### config.mk
export PLATFORM = sky130hd
export DESIGN_NAME = qrs_sqrt_cell
export DESIGN_NICKNAME = d
export VERILOG_FILES = /design/src/assert_macros.svh /design/src/qrs_pkg.sv /design/src/qrs_sqrt_cell.sv
export SDC_FILE = /design/constraint.sdc
export NUM_CORES = 1
export LEC_CHECK = 0
export BUFFER_PORTS_ARGS = -buffer_cell sky130_fd_sc_hd__buf_2
export CORE_AREA = 2 2 149 151
export CTS_BUF_LIST = sky130_fd_sc_hd__clkbuf_16
export DETAILED_ROUTE_END_ITERATION = 8
export DIE_AREA = 0 0 151 153
export PLACE_DENSITY_LB_ADDON = 0.08
export SETUP_SLACK_MARGIN = 0.5
export SYNTH_ARGS = -nofsm -noshare
export SYNTH_HDL_FRONTEND = slang
export SYNTH_SLANG_ARGS = --single-unit
### constraint.sdc
create_clock -name i_clk -period 4.6 [get_ports i_clk]
set_input_delay 0.92 -clock i_clk [delete_from_list [all_inputs] [get_ports i_clk]]
set_output_delay 0.92 -clock i_clk [all_outputs]
set_load 0.005 [all_outputs]
### src/assert_macros.svh
// ----------------------------------------------------------------------------
// assert_macros.svh
// Assertion macros shared by the quadratic root solver RTL.
// ----------------------------------------------------------------------------
`ifndef ASSERT_MACROS_SVH
`define ASSERT_MACROS_SVH

// cond implies prop in the same cycle, outside reset
`define QRS_ASSERT_IMP(label, cond, prop) \
    label: assert property (@(posedge i_clk) disable iff (!i_rst_n) \
        (cond) |-> (prop)) else $error("assertion failed");

// cond implies prop in the next cycle, outside reset
`define QRS_ASSERT_NXT(label, cond, prop) \
    label: assert property (@(posedge i_clk) disable iff (!i_rst_n) \
        (cond) |=> (prop)) else $error("assertion failed");

// prop holds at every edge, reset included
`define QRS_ASSERT_ALW(label, prop) \
    label: assert property (@(posedge i_clk) (prop)) else $error("assertion failed");

`endif

### src/qrs_pkg.sv
// ----------------------------------------------------------------------------
// qrs_pkg
// Widths, status codes and cell data types of the quadratic root solver.
// ----------------------------------------------------------------------------
package qrs_pkg;

    localparam int COEF_BITS = 16;
    localparam int FRAC_BITS = 16;
    localparam int PROD_W    = 2 * COEF_BITS;
    localparam int DELTA_W   = PROD_W + 3;
    localparam int ROOT_W    = (DELTA_W - 1 + 2 * FRAC_BITS + 1) / 2;
    localparam int RAD_W     = 2 * ROOT_W;
    localparam int SQ_REM_W  = ROOT_W + 3;
    localparam int NB_W      = COEF_BITS + FRAC_BITS + 1;
    localparam int SUM_W     = ROOT_W + 2;
    localparam int NUM_W     = SUM_W - 1;
    localparam int DEN_W     = COEF_BITS + 1;
    localparam int OUT_W     = 33;
    localparam int SQ_CELLS  = ROOT_W;
    localparam int DIV_CELLS = NUM_W;

    typedef logic [1:0] t_status;
    localparam t_status ST_TWO    = 2'd0;
    localparam t_status ST_DOUBLE = 2'd1;
    localparam t_status ST_NONE   = 2'd2;
    localparam t_status ST_AZERO  = 2'd3;

    typedef struct packed {
        logic                    valid;
        t_status                 status;
        logic signed [NB_W-1:0]  nb;
        logic                    a_neg;
        logic [DEN_W-1:0]        den;
    } t_sq_side;

    typedef struct packed {
        logic [SQ_REM_W-1:0] rem;
        logic [ROOT_W-1:0]   root;
        logic [RAD_W-1:0]    rad;
    } t_sq_data;

    typedef struct packed {
        logic [DEN_W-1:0] rem;
        logic [NUM_W-1:0] num;
        logic [NUM_W-1:0] quo;
        logic             neg;
    } t_div_lane;

    typedef struct packed {
        logic             valid;
        t_status          status;
        logic [DEN_W-1:0] den;
    } t_div_side;

endpackage

### src/qrs_sqrt_cell.sv
// ----------------------------------------------------------------------------
// qrs_sqrt_cell
// One digit step of the square root chain: settles one root bit.
// ----------------------------------------------------------------------------
module qrs_sqrt_cell (
    input  logic              i_clk,
    input  logic              i_rst_n,
    input  logic              i_en,
    input  qrs_pkg::t_sq_side i_side,
    input  qrs_pkg::t_sq_data i_dat,
    output qrs_pkg::t_sq_side o_side,
    output qrs_pkg::t_sq_data o_dat
);
    import qrs_pkg::*;

    t_sq_side r_side;
    t_sq_data r_dat;
    t_sq_data n_dat;
    logic [SQ_REM_W-1:0] w_rem_sh;
    logic [SQ_REM_W-1:0] w_trial;

    always_comb begin
        w_rem_sh  = {i_dat.rem[SQ_REM_W-3:0], i_dat.rad[RAD_W-1 -: 2]};
        w_trial   = {{(SQ_REM_W-ROOT_W-2){1'b0}}, i_dat.root, 2'b01};
        n_dat.rad = {i_dat.rad[RAD_W-3:0], 2'b00};
        if (w_rem_sh >= w_trial) begin
            n_dat.rem  = w_rem_sh - w_trial;
            n_dat.root = {i_dat.root[ROOT_W-2:0], 1'b1};
        end else begin
            n_dat.rem  = w_rem_sh;
            n_dat.root = {i_dat.root[ROOT_W-2:0], 1'b0};
        end
    end

    always_ff @(posedge i_clk) begin
        if (!i_rst_n) begin
            r_side.valid <= 1'b0;
        end else if (i_en) begin
            r_side <= i_side;
        end
        if (i_en) begin
            r_dat <= n_dat;
        end
    end

    assign o_side = r_side;
    assign o_dat  = r_dat;

endmodule

==> summary.txt <==
Status
  – Status: completed

Clock tree
  – Clock buffer depth: 2
  – Clock root buffer: clkbuf_16
  – # resized after CTS: 0
  – Clk pin slew, worst setup/hold paths: 0.07 ns
  – CTS tree: yes
  – Num CTS Buffers: 17
  – Clock Latency Late Sink: 0.42 ns
  – Hold_buf cts: 0
  – # clock sinks: 187
  – Post-CTS Setup Inserts: 0
  – H-tree levels: 4

STA
  – Fin. Hold Viols: 0
  – Unrepaired setup endpoints after global routing: no
  – # setup viols final: 0
  – Max Clk Rate: 276.7 MHz
  – Hold_ws: 0.5234 ns
  – Post-route setup TNS: 0 ns
  – Final period util: 78.56%
  – Final Max Tran Viols: 0
  – Clock skew: 0 ns
  – Min Tclk post-route: 3.614 ns
  – Worst slew margin: 44.11%
  – Worst-Margin Slew: 0.8383 ns

Synthesis
  – Sequential fraction of the synthesis area: 67.60%
  – Syn avg cell area: 15.38 um2
  – Post-synthesis xor/xnor area fraction: 3.274%
  – Mux cell area share after synthesis: 5.870%
  – Yosys warns: 0
  – Post-synthesis sequential element count: 187
  – Cell area after synthesis: 8292 um2
  – Simple-gate share of the synthesized area: 5.674%
  – Primary FF master, synth: edfxtp_1
  – Largest family of logic cells by synthesized area: compound AO/OA/AOI/OAI gates
  – Post-synth EDFFs: 186
  – Synth Area in Adders: 5.281%
  – Post-synth ARST share: 0%
  – Compound-gate portion of the synthesized area: 8.646%
  – Yosys cell types: 64
  – Mapped Cells: 539

Job
  – MaxCap Viol Count: 0

Route
  – DRT Pass-1 Iters: 5
  – Avg WL per Cell: 18.29 um
  – DRT antenna net count: 0
  – DR vias: 5,797
  – DR vias/cell: 4.736
  – Detailed Route WL: 22.38 mm
  – # DRC: 0
  – Iteration-0 DRC Markers: 342

Global route
  – Initial antenna violation count: 5
  – Gr usage total: 18.86%
  – Global-route wire length before repair: 32.46 mm
  – Overflow left after global routing: 0
  – Largest net degree at the start of global routing: 54
  – Vias in the first global route: 5,741

Die
  – IO Pins: 381
  – Rows: 54
  – Die width: 151 um
  – CORE AREA: 21,490 um2
  – Initial Util: 38.59%
  – Die footprint: 23,100 um2
  – DIE HEIGHT: 153 um

Critical path
  – Critical Path Fanout Max: 35
  – Worst path required time: 4.78 ns
  – Reg2reg start: o_side[53]$_SDFFE_PN0P_
  – CP endpoint kind: register
  – Worst Reg-to-Reg Cells: 2
  – Reg2reg setup slack: 4.01 ns
  – Cell mode on critical path: o211a_4
  – CP Cell Sequence: buf_2 -> inv_1 -> ha_1 -> o21a_2 -> o311ai_2 -> a32oi_2 -> a41oi_4 -> o211a_4 -> o31a_4 -> o211a_4 -> inv_8 -> mux2_2
  – Critical Path Stages: 12
  – Crit Path Category: input port to register
  – Reg2reg end: o_side[53]$_SDFFE_PN0P_
  – Critical path's top delay family: compound AO/OA/AOI/OAI gates
  – Worst path bufs/invs: 3
  – Crit path arrival time: 3.80 ns
  – Slowest stage delay, CP: 0.37 ns
  – Critical Path Source Type: input port
  – Slowest stage cell, crit path: ha_1

Worst hold path
  – Hold Path Sink: o_side[53]$_SDFFE_PN0P_
  – Hold path start: o_side[53]$_SDFFE_PN0P_
  – WHS Path Cells: 2
  – Hold Path Class: register to register

Layout
  – Fillers: 1,942
  – Multi-input logic area: 2392 um2
  – Area Growth Syn to Fin: 33.51%
  – Final Non-Filler Cells: 1,224
  – Post-Route Utilization: 51.53%
  – Most frequent cells in the layout: buf_2, edfxtp_1, inv_1, ha_1, a21oi_1
  – Nets: 1,155
  – Layout cells sized above 1: 49.31%
  – Commonest non-fill, non-tap cell in the layout: buf_2
  – Seq. cell area: 5605 um2

Placed design
  – Post-detail-place hpwl: 17.49 mm
  – PortBufs: 376
  – Gpl congestion: 0.7655
  – DP Cell Count: 1,189

Power and ir drop
  – Power Dens Cells: 390.5 nW/um2
  – Pwr Total: 0.004323 W
  – VDD IR-drop max: 241.9 uV
  – Leakage: 4.945 nW
## metrics by stage
stage,cell area (um2),setup slack (ns)
finish,11070,0.9860
global route,11070,0.8617
CTS,11060,0.9789
detailed placement,10450,0.5259
global placement,10450,0.5212
floorplan,8295,0.9901
## flip-flops by register name, indices dropped and copies added (netlist names)
signal	flops
o_dat	133
o_side	54
## metal layers
| metal | wire length, um | GRT usage (%) |
|---|---|---|
| met5 | 27 | 0 |
| met4 | 481 | 6.186 |
| met3 | 1951 | 6.657 |
| met2 | 11490 | 33.48 |
| met1 | 8427 | 20.91 |
## worst max-delay path by stage
stage                           endpoint       from  slack [ns]
floorplan           o_dat[106]$_DFFE_PP_  i_dat[67]        0.99
global placement    o_dat[105]$_DFFE_PP_  i_dat[68]        0.52
detailed placement  o_dat[105]$_DFFE_PP_  i_dat[68]        0.53
CTS                 o_dat[101]$_DFFE_PP_  i_dat[68]        0.98
global route        o_dat[102]$_DFFE_PP_  i_dat[67]        0.86
finish              o_dat[102]$_DFFE_PP_  i_dat[67]        0.99
## cells by family after synthesis
| family | count (synthesis) |
|---|---|
| and+or+nand+nor | 92 |
| AOI/OAI and AO/OA | 99 |
| muxes | 35 |
| xor gates and xnor gates | 31 |
| other | 1 |
| adders and majority gates | 35 |
| buffers and inverters | 59 |
| DFF | 187 |
## where the power goes
group          switching, W  total, W  internal [W]
logic              0.000371  0.000738      0.000367
clock network      0.000750   0.00149      0.000745
registers         0.0000331   0.00209       0.00206
total               0.00115   0.00432       0.00317
## layout make-up
class | instances | area share (%)
sequential | 187 | 50.63
multi-input combinational | 294 | 21.61
timing repair buffer | 380 | 17.33
clock buffer | 17 | 3.843
tap | 280 | 3.165
inverter | 48 | 1.695
clock inverter | 15 | 1.661
antenna | 3 | 0.06781
## Yosys cell counts, types with 3 or more instances
master	n	share of area, %
mux2_4	26	4.7
o21bai_1	4	0.36
a21oi_1	30	1.8
xnor2_1	18	1.9
o21a_1	6	0.54
nand2_1	27	1.2
a21o_1	9	0.81
nor3_1	7	0.42
nand3_1	8	0.48
mux2_2	5	0.68
and2_1	4	0.30
buf_4	3	0.27
xor2_1	13	1.4
inv_1	47	2.1
o21ai_0	18	1.1
nor2_1	15	0.68
or2_2	3	0.23
o211ai_1	5	0.45
nand4_1	7	0.53
ha_1	35	5.3
nor2b_1	3	0.23
mux2i_1	4	0.48
and3_2	3	0.27
buf_12	3	0.72
edfxtp_1	186	67
and3_1	4	0.30
## tightest hold or removal path, cell delays in order, from the launching register on
cell	delay [ns]
dfxtp_1	0.33
mux2i_1	0.06
nor2b_1	0.10
Note: power is estimated with default switching activity, not from simulation.
