--- src/assert_macros.svh ---
// ----------------------------------------------------------------------------
// assert_macros.svh
// Assertion macros shared by the quadratic root solver RTL.
// ----------------------------------------------------------------------------
`ifndef ASSERT_MACROS_SVH
`define ASSERT_MACROS_SVH

// cond implies prop in the same cycle, outside reset
`define QRS_ASSERT_IMP(label, cond, prop) \
    label: assert property (@(posedge i_clk) disable iff (!i_rst_n) \
        (cond) |-> (prop)) else $error("assertion failed");

// cond implies prop in the next cycle, outside reset
`define QRS_ASSERT_NXT(label, cond, prop) \
    label: assert property (@(posedge i_clk) disable iff (!i_rst_n) \
        (cond) |=> (prop)) else $error("assertion failed");

// prop holds at every edge, reset included
`define QRS_ASSERT_ALW(label, prop) \
    label: assert property (@(posedge i_clk) (prop)) else $error("assertion failed");

`endif

--- src/qrs_pkg.sv ---
// ----------------------------------------------------------------------------
// qrs_pkg
// Widths, status codes and cell data types of the quadratic root solver.
// ----------------------------------------------------------------------------
package qrs_pkg;

    localparam int COEF_BITS = 16;
    localparam int FRAC_BITS = 16;
    localparam int PROD_W    = 2 * COEF_BITS;
    localparam int DELTA_W   = PROD_W + 3;
    localparam int ROOT_W    = (DELTA_W - 1 + 2 * FRAC_BITS + 1) / 2;
    localparam int RAD_W     = 2 * ROOT_W;
    localparam int SQ_REM_W  = ROOT_W + 3;
    localparam int NB_W      = COEF_BITS + FRAC_BITS + 1;
    localparam int SUM_W     = ROOT_W + 2;
    localparam int NUM_W     = SUM_W - 1;
    localparam int DEN_W     = COEF_BITS + 1;
    localparam int OUT_W     = 33;
    localparam int SQ_CELLS  = ROOT_W;
    localparam int DIV_CELLS = NUM_W;

    typedef logic [1:0] t_status;
    localparam t_status ST_TWO    = 2'd0;
    localparam t_status ST_DOUBLE = 2'd1;
    localparam t_status ST_NONE   = 2'd2;
    localparam t_status ST_AZERO  = 2'd3;

    typedef struct packed {
        logic                    valid;
        t_status                 status;
        logic signed [NB_W-1:0]  nb;
        logic                    a_neg;
        logic [DEN_W-1:0]        den;
    } t_sq_side;

    typedef struct packed {
        logic [SQ_REM_W-1:0] rem;
        logic [ROOT_W-1:0]   root;
        logic [RAD_W-1:0]    rad;
    } t_sq_data;

    typedef struct packed {
        logic [DEN_W-1:0] rem;
        logic [NUM_W-1:0] num;
        logic [NUM_W-1:0] quo;
        logic             neg;
    } t_div_lane;

    typedef struct packed {
        logic             valid;
        t_status          status;
        logic [DEN_W-1:0] den;
    } t_div_side;

endpackage

--- src/qrs_div_cell.sv ---
// ----------------------------------------------------------------------------
// qrs_div_cell
// One restoring division step for both root lanes: settles one quotient bit.
// ----------------------------------------------------------------------------
module qrs_div_cell (
    input  logic               i_clk,
    input  logic               i_rst_n,
    input  logic               i_en,
    input  qrs_pkg::t_div_side i_side,
    input  qrs_pkg::t_div_lane i_plus,
    input  qrs_pkg::t_div_lane i_minus,
    output qrs_pkg::t_div_side o_side,
    output qrs_pkg::t_div_lane o_plus,
    output qrs_pkg::t_div_lane o_minus
);
    import qrs_pkg::*;

    t_div_side r_side;
    t_div_lane r_plus;
    t_div_lane r_minus;
    t_div_lane n_plus;
    t_div_lane n_minus;

    function automatic t_div_lane step(input t_div_lane l, input logic [DEN_W-1:0] den);
        t_div_lane   s;
        logic [DEN_W:0] sh;
        sh    = {l.rem, l.num[NUM_W-1]};
        s.num = {l.num[NUM_W-2:0], 1'b0};
        s.neg = l.neg;
        if (sh >= {1'b0, den}) begin
            s.rem = DEN_W'(sh - {1'b0, den});
            s.quo = {l.quo[NUM_W-2:0], 1'b1};
        end else begin
            s.rem = sh[DEN_W-1:0];
            s.quo = {l.quo[NUM_W-2:0], 1'b0};
        end
        return s;
    endfunction

    assign n_plus  = step(i_plus, i_side.den);
    assign n_minus = step(i_minus, i_side.den);

    always_ff @(posedge i_clk) begin
        if (!i_rst_n) begin
            r_side.valid <= 1'b0;
        end else if (i_en) begin
            r_side <= i_side;
        end
        if (i_en) begin
            r_plus  <= n_plus;
            r_minus <= n_minus;
        end
    end

    assign o_side  = r_side;
    assign o_plus  = r_plus;
    assign o_minus = r_minus;

endmodule

--- config.mk ---
export PLATFORM = sky130hd
export DESIGN_NAME = qrs_div_cell
export DESIGN_NICKNAME = d
export VERILOG_FILES = /design/src/assert_macros.svh /design/src/qrs_pkg.sv /design/src/qrs_div_cell.sv
export SDC_FILE = /design/constraint.sdc
export NUM_CORES = 1
export LEC_CHECK = 0
export ABC_AREA = 1
export BUFFER_PORTS_ARGS = -buffer_cell sky130_fd_sc_hd__buf_4
export CAP_MARGIN = 20
export CORE_AREA = 2 2 151 153
export CTS_BUF_LIST = sky130_fd_sc_hd__clkbuf_2 sky130_fd_sc_hd__clkbuf_4 sky130_fd_sc_hd__clkbuf_8
export DETAILED_ROUTE_END_ITERATION = 10
export DIE_AREA = 0 0 153 155
export PLACE_DENSITY = 0.67
export REMOVE_ABC_BUFFERS = 1
export SYNTH_ARGS = -nofsm -noshare
export SYNTH_HDL_FRONTEND = slang
export SYNTH_SLANG_ARGS = --single-unit
--- constraint.sdc ---
create_clock -name i_clk -period 6.6 [get_ports i_clk]
set_clock_uncertainty 0.2 [all_clocks]
set_input_delay 0.66 -clock i_clk [delete_from_list [all_inputs] [get_ports i_clk]]
set_output_delay 0.66 -clock i_clk [all_outputs]
set_load 0.01 [all_outputs]
==> results_dict.tcl, run 1 <==
set metrics [dict create \
    fin_crit_sh 0.419 \
    fp.dieArea_um2 23700 \
    drt-wirelength-per-cell_um 18.6 \
    clk_pin_slew_ns 0.12 \
    finalSetupTns_ns 0 \
    grt_start_max_net_pins 66 \
    grt_overflow 0 \
    crit_arrival_ns 2.80 \
    hold_ws_ns 0.151 \
    peakVddDrop_mv 0.113 \
    nets 1399 \
    drtIter0Drc 496 \
    cts_buffers 17 \
    fin_crit_ns 2.76 \
    synth_warnings 0 \
    synthAdderAreaFrac 0.0542 \
    run_status "finished clean" \
    worst_setup_path_start_kind "input pin" \
    grt_pass1_vias 6388 \
    hold_buffers 0 \
    max-clock-path-buffers 2 \
    synth_top_family_by_area "simple AND/OR/NAND/NOR gates" \
    layout-drive-gt1-share 0.379 \
    rsz0062_at_grt "false" \
    stdcell_area_um2 12200 \
    cts_tree "done" \
    hpwl_mm 21.7 \
    synth_area_um2 8580 \
    die_h_um 155 \
    min_from "i_minus[64]" \
    crit_type "input pin to flip-flop" \
    antenna_found_initial 3 \
    antenna-diode-count 0 \
    hold_viol 0 \
    final_antenna_net_count 0 \
    grtUsageMet2 0.374 \
    firstDrtPassIters 5 \
    io_buffers 382 \
    totalWireLength_mm 27.2 \
    fmax_mhz 362 \
    final_cell_mix "buf_4, nand2_1, edfxtp_1, inv_1, nand3_1" \
    coreArea_um2 22200 \
    cts_num_sinks 190 \
    max_cap_viol_count 0 \
    crit_start "i_side[4]" \
    min_path_type "input pin to flip-flop" \
    via_count 6917 \
    io_pins 387 \
    worstSkewPairLatency_ns 0.46 \
    ctsHtreeMaxLevel 4 \
    grt-busiest-layer "met2" \
    setup_viol 0 \
    synth_simple_gate_area_share 0.192 \
    cts_resized 0 \
    fp-row-count 55 \
    synth-compound-area-share 0.0141 \
    mostFrequentLayoutCell "buf_4" \
    grt.total_usage 0.221 \
    synth_edf_count 189 \
    critPathCaptureType "flip-flop" \
    slew_violations 0 \
    utilization 0.548 \
    r2r_start "o_side[19]" \
    dpl_cell_area_um2 11800 \
    syn2layout_area_growth_pct 42.0 \
    grt_first_pass_wirelength_mm 38.8 \
    tightest_slew_ns 0.846 \
    die_x_um 153 \
    power.density_nw_per_um2 239 \
    globalRouteMet3Util 0.0710 \
    yosysSeqAreaShare 0.663 \
    gp_congestion 0.873 \
    syn_inst 772 \
    avgSynthCellArea_um2 11.1 \
    cts_setup_buffers 0 \
    synth_xor_area_frac 0.0143 \
    leakage_nw 5.90 \
    synthMuxAreaShare 0 \
    synth-main-ff-cell "edfxtp_1" \
    ys_seq_elements 190 \
    cts_root_buffer "clkbuf_8" \
    via_per_inst 4.72 \
    async_flop_share 0 \
    met1_usage 0.271 \
    maxSlewHeadroom 0.435 \
    synth_cell_types 35 \
    cp.required_ns 6.63 \
    start_util 0.386 \
    drc 0 \
    critical_path_peak_fanout 18 \
]
## cells in the mapped netlist, types with 4 or more instances
library cell | instances | area share
nand2_1 | 254 | 0.11
edfxtp_1 | 189 | 0.66
inv_1 | 119 | 0.052
nand3_1 | 60 | 0.035
ha_1 | 34 | 0.050
nor2_1 | 22 | 0.0096
a21oi_1 | 19 | 0.011
nand2_2 | 16 | 0.012
xor2_1 | 12 | 0.012
nand4_1 | 5 | 0.0036
nor2_2 | 5 | 0.0036
buf_4 | 4 | 0.0035
nor3_1 | 4 | 0.0023
## path summary, 6_finish.rpt
path,end,slack (ns),cells past startpoint
worst min register to register,o_side[19],0.35,2
worst max register to register,o_side[19],5.74,2
worst min-delay path,o_minus[65],0.15,1
worst max-delay path,o_plus[85],3.84,11
## per-stage QoR
step | total power, mW | instances | worst slack, ns
after floorplan | 1.78 | 765 | 4.03
after global placement | 2.13 | 1434 | 3.36
after detailed placement | 2.14 | 1434 | 3.31
after CTS | 2.94 | 1466 | 3.83
after global routing | 3.03 | 1466 | 3.67
final | 2.91 | 1466 | 3.84
## area by class of cell
| class | instances | area [µm²] |
|---|---|---|
| multi-input cells | 454 | 2370 |
| clock inverters | 15 | 193 |
| fillers | 1966 | 10000 |
| repair buffers | 384 | 2890 |
| flip-flops and latches | 190 | 5700 |
| well taps | 285 | 357 |
| clock buffers | 17 | 234 |
| inverters | 121 | 454 |
## power by group
part	internal, mW	switching (mW)	leakage, nW	total, mW
registers	1.45	0.0302	1.85	1.48
logic	0.287	0.335	3.84	0.622
clock network	0.295	0.507	0.211	0.802
total	2.04	0.872	5.90	2.91
## flip-flops by register name (all words and copies together), names as in the netlist
register	cells
o_minus	85
o_plus	85
o_side	20
## critical path, cell delays in order
cell and delay [ns]:
buf_4 0.11, inv_1 0.16, ha_1 0.31, nand2_1 0.14, nor2_2 0.06, nand3b_1 0.10
nor2_1 0.07, nor3_4 0.62, nand2_4 0.30, nand2_1 0.16, nand2_1 0.07
## per-layer routing
metal  vias to the layer above  share of wire
met1                      3250           0.40
met2                       283           0.50
li1                       3341              -
met3                        37          0.081
met5                         -         0.0013
met4                         6          0.022
## logic make-up (layout without fill, tap and decap cells)
kind of cell | Yosys count | after routing
fa+ha+maj | 36 | 36
buf+inv | 129 | 537
xor+xnor | 14 | 14
simple gates | 379 | 379
flops | 190 | 190
other cells | 1 | 2
compound gates | 23 | 23
Power figures use the tool's default switching activity.
==> run 2, diff against run 1 <==
--- a/config.mk
+++ b/config.mk
@@ -5,14 +5,14 @@
 export SDC_FILE = /design/constraint.sdc
 export NUM_CORES = 1
 export LEC_CHECK = 0
-export ABC_AREA = 1
+export ABC_AREA = 0
 export BUFFER_PORTS_ARGS = -buffer_cell sky130_fd_sc_hd__buf_4
 export CAP_MARGIN = 20
-export CORE_AREA = 2 2 151 153
+export CORE_AREA = 2 2 152 154
 export CTS_BUF_LIST = sky130_fd_sc_hd__clkbuf_2 sky130_fd_sc_hd__clkbuf_4 sky130_fd_sc_hd__clkbuf_8
 export DETAILED_ROUTE_END_ITERATION = 10
-export DIE_AREA = 0 0 153 155
-export PLACE_DENSITY = 0.67
+export DIE_AREA = 0 0 154 156
+export PLACE_DENSITY = 0.63
 export REMOVE_ABC_BUFFERS = 1
 export SYNTH_ARGS = -nofsm -noshare
 export SYNTH_HDL_FRONTEND = slang
==> constraint.sdc (replaced) <==
create_clock -name i_clk -period 2.9 [get_ports i_clk]
set_clock_uncertainty 0.2 [all_clocks]
set_input_delay 0.29 -clock i_clk [delete_from_list [all_inputs] [get_ports i_clk]]
set_output_delay 0.29 -clock i_clk [all_outputs]
set_load 0.01 [all_outputs]
==> results_dict.tcl, run 2 <==
set metrics [dict create \
    die_x_um 154 \
    cts_root_buffer "clkbuf_8" \
    min_from "i_plus[84]" \
    synth_xor_area_frac 0.0288 \
    ys_seq_elements 190 \
    firstDrtPassIters 6 \
    synth_top_family_by_area "compound AO/OA/AOI/OAI gates" \
    avgSynthCellArea_um2 15.8 \
    fp-row-count 55 \
    synth-compound-area-share 0.0850 \
    mostFrequentLayoutCell "buf_4" \
    critical_path_peak_fanout 13 \
    synth_area_leaders "edfxtp_1, ha_1, mux2_2" \
    max_cap_viol_count 0 \
    r2r_start "o_side[19]" \
    critPathCaptureType "flip-flop" \
    clk_pin_slew_ns 0.11 \
    grt_start_max_net_pins 88 \
    multi_input_area_um2 2150 \
    synth_warnings 0 \
    synth_top_area_share 0.718 \
    gp_congestion 0.830 \
    worst_setup_path_start_kind "input pin" \
    hpwl_mm 19.8 \
    fillers 1695 \
    final_antenna_net_count 0 \
    io_buffers 382 \
    grt_first_pass_wirelength_mm 40.7 \
    grt_pass1_vias 6783 \
    yosysSeqAreaShare 0.720 \
    dp_cells 1181 \
    cp.required_ns 2.91 \
    start_util 0.354 \
    synthAdderAreaFrac 0.0589 \
    synth-main-ff-cell "edfxtp_1" \
    synth_cell_types 55 \
    via_count 6780 \
    io_pins 387 \
    fin_crit_ns 2.84 \
    synth_area_um2 7910 \
    crit_start "i_side[0]" \
    min_path_type "input pin to flip-flop" \
    layout.cells.non_filler 1407 \
    synth_edf_count 189 \
    run_status "finished clean" \
    crit_arrival_ns 2.85 \
    nets 1339 \
    totalWireLength_mm 28.7 \
    worstSkewPairLatency_ns 0.46 \
    finalSetupTns_ns 0 \
    yosys.area.top_type "edfxtp_1" \
    drt-wirelength-per-cell_um 20.4 \
    async_flop_share 0 \
    die_h_um 156 \
    seqCellArea_um2 5700 \
    power.density_nw_per_um2 505 \
    grt.total_usage 0.228 \
    hold_viol 0 \
    setup_viol 0 \
    drc 0 \
    synthMuxAreaShare 0.0324 \
    fmax_mhz 352 \
    crit_type "input pin to flip-flop" \
    via_per_inst 4.82 \
    drtIter0Drc 387 \
    final_cell_mix "buf_4, edfxtp_1, dlygate4sd3_1, a21oi_1, ha_1" \
    grt_overflow 0 \
    coreArea_um2 22400 \
    fin_crit_sh 0.979 \
    max-clock-path-buffers 2 \
    cts_num_sinks 190 \
    ctsHtreeMaxLevel 4 \
    fp.dieArea_um2 24000 \
    slew_violations 0 \
    antenna_found_initial 2 \
    syn2layout_area_growth_pct 73.8 \
    syn_inst 501 \
    leakage_nw 5.82 \
    cts_tree "done" \
    ys_top_cells_by_count "edfxtp_1, a21oi_1, ha_1" \
    cts_buffers 17 \
    peakVddDrop_mv 0.289 \
    yosysMostFrequentCell "edfxtp_1" \
    synth_simple_gate_area_share 0.0538 \
    layout-drive-gt1-share 0.435 \
    rsz0062_at_grt "true" \
]
-- run 2: cell types whose count changed in the layout (fill, tap and decap cells not counted), sizes merged, moves of 8 or more --
| cell | before | now |
|---|---|---|
| a21o | 0 | 8 |
| a211oi | 0 | 8 |
| a21oi | 20 | 41 |
| buf | 384 | 411 |
| mux2 | 0 | 21 |
| dlygate4sd3 | 0 | 187 |
| o21ai | 2 | 19 |
| inv | 126 | 31 |
| xnor2 | 2 | 15 |
| nand3 | 61 | 4 |
| nand2 | 273 | 20 |
-- run 2: cell families (layout without fill, tap and decap cells) --
logic type / count (synthesis) / after routing
buffers and inverters: 36 / 655
flip-flops: 190 / 190
AND/OR/NAND/NOR: 87 / 87
AO/OA/AOI/OAI: 102 / 102
multiplexers: 23 / 23
other: 1 / 3
adder cells (fa/ha/maj): 36 / 36
XOR/XNOR: 26 / 26
-- run 2: metrics by stage --
step           hold slack (ns)  worst slack, ns  cell area, µm²   util  total power, mW
2_1_floorplan            0.189           -0.352            7840      -             4.04
3_3_place_gp             0.268          -0.0576           11300  0.505             4.87
3_5_place_dp             0.269          -0.0739           11300  0.505             4.89
4_1_cts                0.00522          0.00580           13600  0.608             6.95
5_1_grt                 0.0430          -0.0104           13700  0.615             7.23
6_report                0.0401           0.0617           13700  0.615             6.95
-- run 2: cell type report --
cell class / instances / share of cell area
Clock buffer: 17 / 0.0170
Antenna cell: 1 / 0.000182
Sequential cell: 190 / 0.414
Tap cell: 285 / 0.0259
Clock inverter: 15 / 0.0135
Timing Repair Buffer: 599 / 0.366
Multi-Input combinational cell: 276 / 0.156
Inverter: 24 / 0.00655
-- run 2: critical path: stages --
cell,delay [ns]
buf_4,0.11
dlygate4sd3_1,0.55
buf_4,0.15
ha_1,0.21
inv_1,0.07
fa_1,0.21
a21oi_2,0.07
o221ai_2,0.17
o21ai_1,0.09
buf_4,0.15
a22oi_2,0.24
buf_12,0.19
mux2_2,0.34
-- run 2: metal layers --
layer	up-vias	wire, µm	global-route usage
li1	3134	-	-
met2	266	14500	0.398
met1	3323	11500	0.270
met5	-	13	0
met3	55	1540	0.0500
met4	2	1140	0.104
-- run 2: worst paths after layout --
check / endpoint / slack (ns) / cells past startpoint
setup / recovery: o_plus[80] / 0.06 / 13
hold / removal: o_plus[85] / 0.04 / 4
setup reg to reg: o_side[19] / 1.54 / 3
hold reg to reg: o_side[19] / 0.90 / 3
-- run 2: repair_timing --
action	CTS	global route
hold buffers	187	0
buffers inserted	0	5
gates resized for setup	0	19
hold endpoints to repair	207	0
endpoints found under the setup margin	0	23
-- run 2: power breakdown --
group | internal (mW) | switching [mW] | total, mW | leakage (nW)
logic | 0.933 | 0.785 | 1.72 | 3.76
clock network | 0.670 | 1.16 | 1.83 | 0.209
registers | 3.32 | 0.0752 | 3.40 | 1.85
==> run 3, diff against run 2 <==
--- a/config.mk
+++ b/config.mk
@@ -6,6 +6,7 @@
 export NUM_CORES = 1
 export LEC_CHECK = 0
 export ABC_AREA = 0
+export ABC_CLOCK_PERIOD_IN_PS = 2800
 export BUFFER_PORTS_ARGS = -buffer_cell sky130_fd_sc_hd__buf_4
 export CAP_MARGIN = 20
 export CORE_AREA = 2 2 152 154
==> constraint.sdc (replaced) <==
create_clock -name i_clk -period 2.8 [get_ports i_clk]
set_clock_uncertainty 0.2 [all_clocks]
set_input_delay 0.28 -clock i_clk [delete_from_list [all_inputs] [get_ports i_clk]]
set_output_delay 0.28 -clock i_clk [all_outputs]
set_load 0.01 [all_outputs]
==> results_dict.tcl, run 3 (synthesized netlist as in run 2, its figures left out) <==
set metrics [dict create \
    layout.cells.non_filler 1414 \
    final_antenna_net_count 0 \
    grt_pass1_vias 6940 \
    clk_pin_slew_ns 0.12 \
    start_util 0.354 \
    peakVddDrop_mv 0.284 \
    io_buffers 382 \
    final_cell_mix "buf_4, edfxtp_1, dlygate4sd3_1, a21oi_1, ha_1" \
    cts_root_buffer "clkbuf_8" \
    fin_crit_sh 0.981 \
    crit_arrival_ns 2.75 \
    fmax_mhz 364 \
    hold_viol 0 \
    tightest_slew_ns 0.513 \
    layout-drive-gt1-share 0.433 \
    max-clock-path-buffers 2 \
    io_pins 387 \
    mostFrequentLayoutCell "buf_4" \
    cp_slowest_stage_delay_ns 0.54 \
    gp_congestion 0.859 \
    min_path_type "input pin to flip-flop" \
    cts_tree "done" \
    ctsHtreeMaxLevel 4 \
    via_per_inst 4.79 \
    fp-row-count 55 \
    dp_cells 1193 \
    worstSkewPairLatency_ns 0.46 \
    max_cap_viol_count 0 \
    reg2regPathDepth 3 \
    drc 0 \
    r2r_start "o_side[19]" \
    nets 1345 \
    run_status "finished clean" \
    hpwl_mm 20.6 \
    leakage_nw 5.82 \
    die_h_um 156 \
    crit_start "i_side[13]" \
    r2r-end "o_side[19]" \
    maxSlewHeadroom 0.658 \
    via_count 6774 \
    crit_type "input pin to flip-flop" \
    firstDrtPassIters 4 \
    drtIter0Drc 380 \
    drt-wirelength-per-cell_um 20.4 \
    slew_violations 0 \
    r2r_setup_slack_ns 1.46 \
    path_cells "dlygate4sd3_1 > buf_4 > inv_1 > ha_1 > nand4_1 > a211oi_1 > o21ai_0 > buf_4 > a22oi_2 > buf_6 > mux2_2" \
    antenna_found_initial 3 \
    grt_first_pass_wirelength_mm 41.4 \
    fp.dieArea_um2 24000 \
    critPathCapture "o_plus[80]" \
    critical_path_peak_fanout 15 \
    cts_num_sinks 190 \
    slowest_stage "dlygate4sd3_1" \
    grt.total_usage 0.234 \
    grt_start_max_net_pins 53 \
    cts_setup_buffers 0 \
    worst_setup_path_start_kind "input pin" \
    setup_viol 0 \
    grt_overflow 0 \
    critPathCaptureType "flip-flop" \
    coreArea_um2 22400 \
    fin_crit_ns 2.75 \
    cp.required_ns 2.80 \
    die_x_um 154 \
    min_path_cells 1 \
    syn2layout_area_growth_pct 73.2 \
    hold_ws_ns 0.0620 \
    totalWireLength_mm 28.8 \
    crit_top_cell "buf_4" \
    finalSetupTns_ns 0 \
    fillers 1680 \
    cts_buffers 17 \
    power.density_nw_per_um2 520 \
]
-- run 3: cell count changes in the layout (fill, tap and decap cells not counted), sizes merged --
cell and delta:
buf +7, clkinv -3, inv +2, clkbuf -1, clkinvlp +1, diode +1
-- run 3: final cells by class --
class | instances | area (µm²) | area share
clock buffers | 17 | 234 | 0.0171
inverters | 24 | 90.1 | 0.00658
diodes | 2 | 5.00 | 0.000365
multi-input cells | 276 | 2100 | 0.153
flip-flops and latches | 190 | 5700 | 0.416
well taps | 285 | 357 | 0.0260
repair buffers | 605 | 5050 | 0.369
clock inverters | 15 | 163 | 0.0119
-- run 3: how the worst min path moves through the flow --
stage           startpoint     endpoint  slack (ns)
5_1_grt               i_en   o_plus[59]        0.05
3_3_place_gp    i_plus[44]   o_plus[45]        0.26
6_report              i_en   o_plus[59]        0.06
3_5_place_dp   i_minus[35]  o_minus[36]        0.26
2_1_floorplan   i_minus[0]   o_minus[0]        0.18
4_1_cts         i_plus[81]   o_plus[82]        0.02
-- run 3: power by group --
| group | total [mW] | leakage, nW | switching, mW | internal, mW |
|---|---|---|---|---|
| Clock | 1.84 | 0.197 | 1.16 | 0.679 |
| Sequential | 3.52 | 1.85 | 0.0813 | 3.44 |
| Combinational | 1.76 | 3.77 | 0.805 | 0.957 |
| Total | 7.12 | 5.82 | 2.04 | 5.07 |
-- run 3: timing repair --
| action | 4_1_cts | 5_1_grt |
|---|---|---|
| hold buffers | 187 | 0 |
| hold endpoints to repair | 186 | 0 |
| setup endpoints to repair | 0 | 28 |
| gates resized for setup | 0 | 10 |
-- run 3: worst max-delay path, delay by kind of cell --
kind            cells  cell delay, ns
simple gates        1            0.19
fa+ha+maj           1            0.37
mux                 1            0.35
compound gates      3            0.48
buf+inv             5            1.07
-- run 3: per-stage QoR --
step / power (mW) / utilization / worst slack (ns) / instance area [µm²]
after floorplan: 4.18 / - / -0.442 / 7840
after global routing: 7.41 / 0.613 / -0.00311 / 13700
after detailed placement: 5.09 / 0.509 / -0.183 / 11400
after global placement: 5.07 / 0.509 / -0.102 / 11400
final: 7.12 / 0.613 / 0.0545 / 13700
after CTS: 7.15 / 0.610 / 0.00255 / 13600
-- run 3: layer usage --
| layer | part of all wire | wire, µm | global-route usage |
|---|---|---|---|
| met5 | 0.00042 | 12 | 0 |
| met1 | 0.38 | 11000 | 0.269 |
| met4 | 0.040 | 1160 | 0.107 |
| met2 | 0.52 | 14900 | 0.413 |
| met3 | 0.060 | 1720 | 0.0564 |
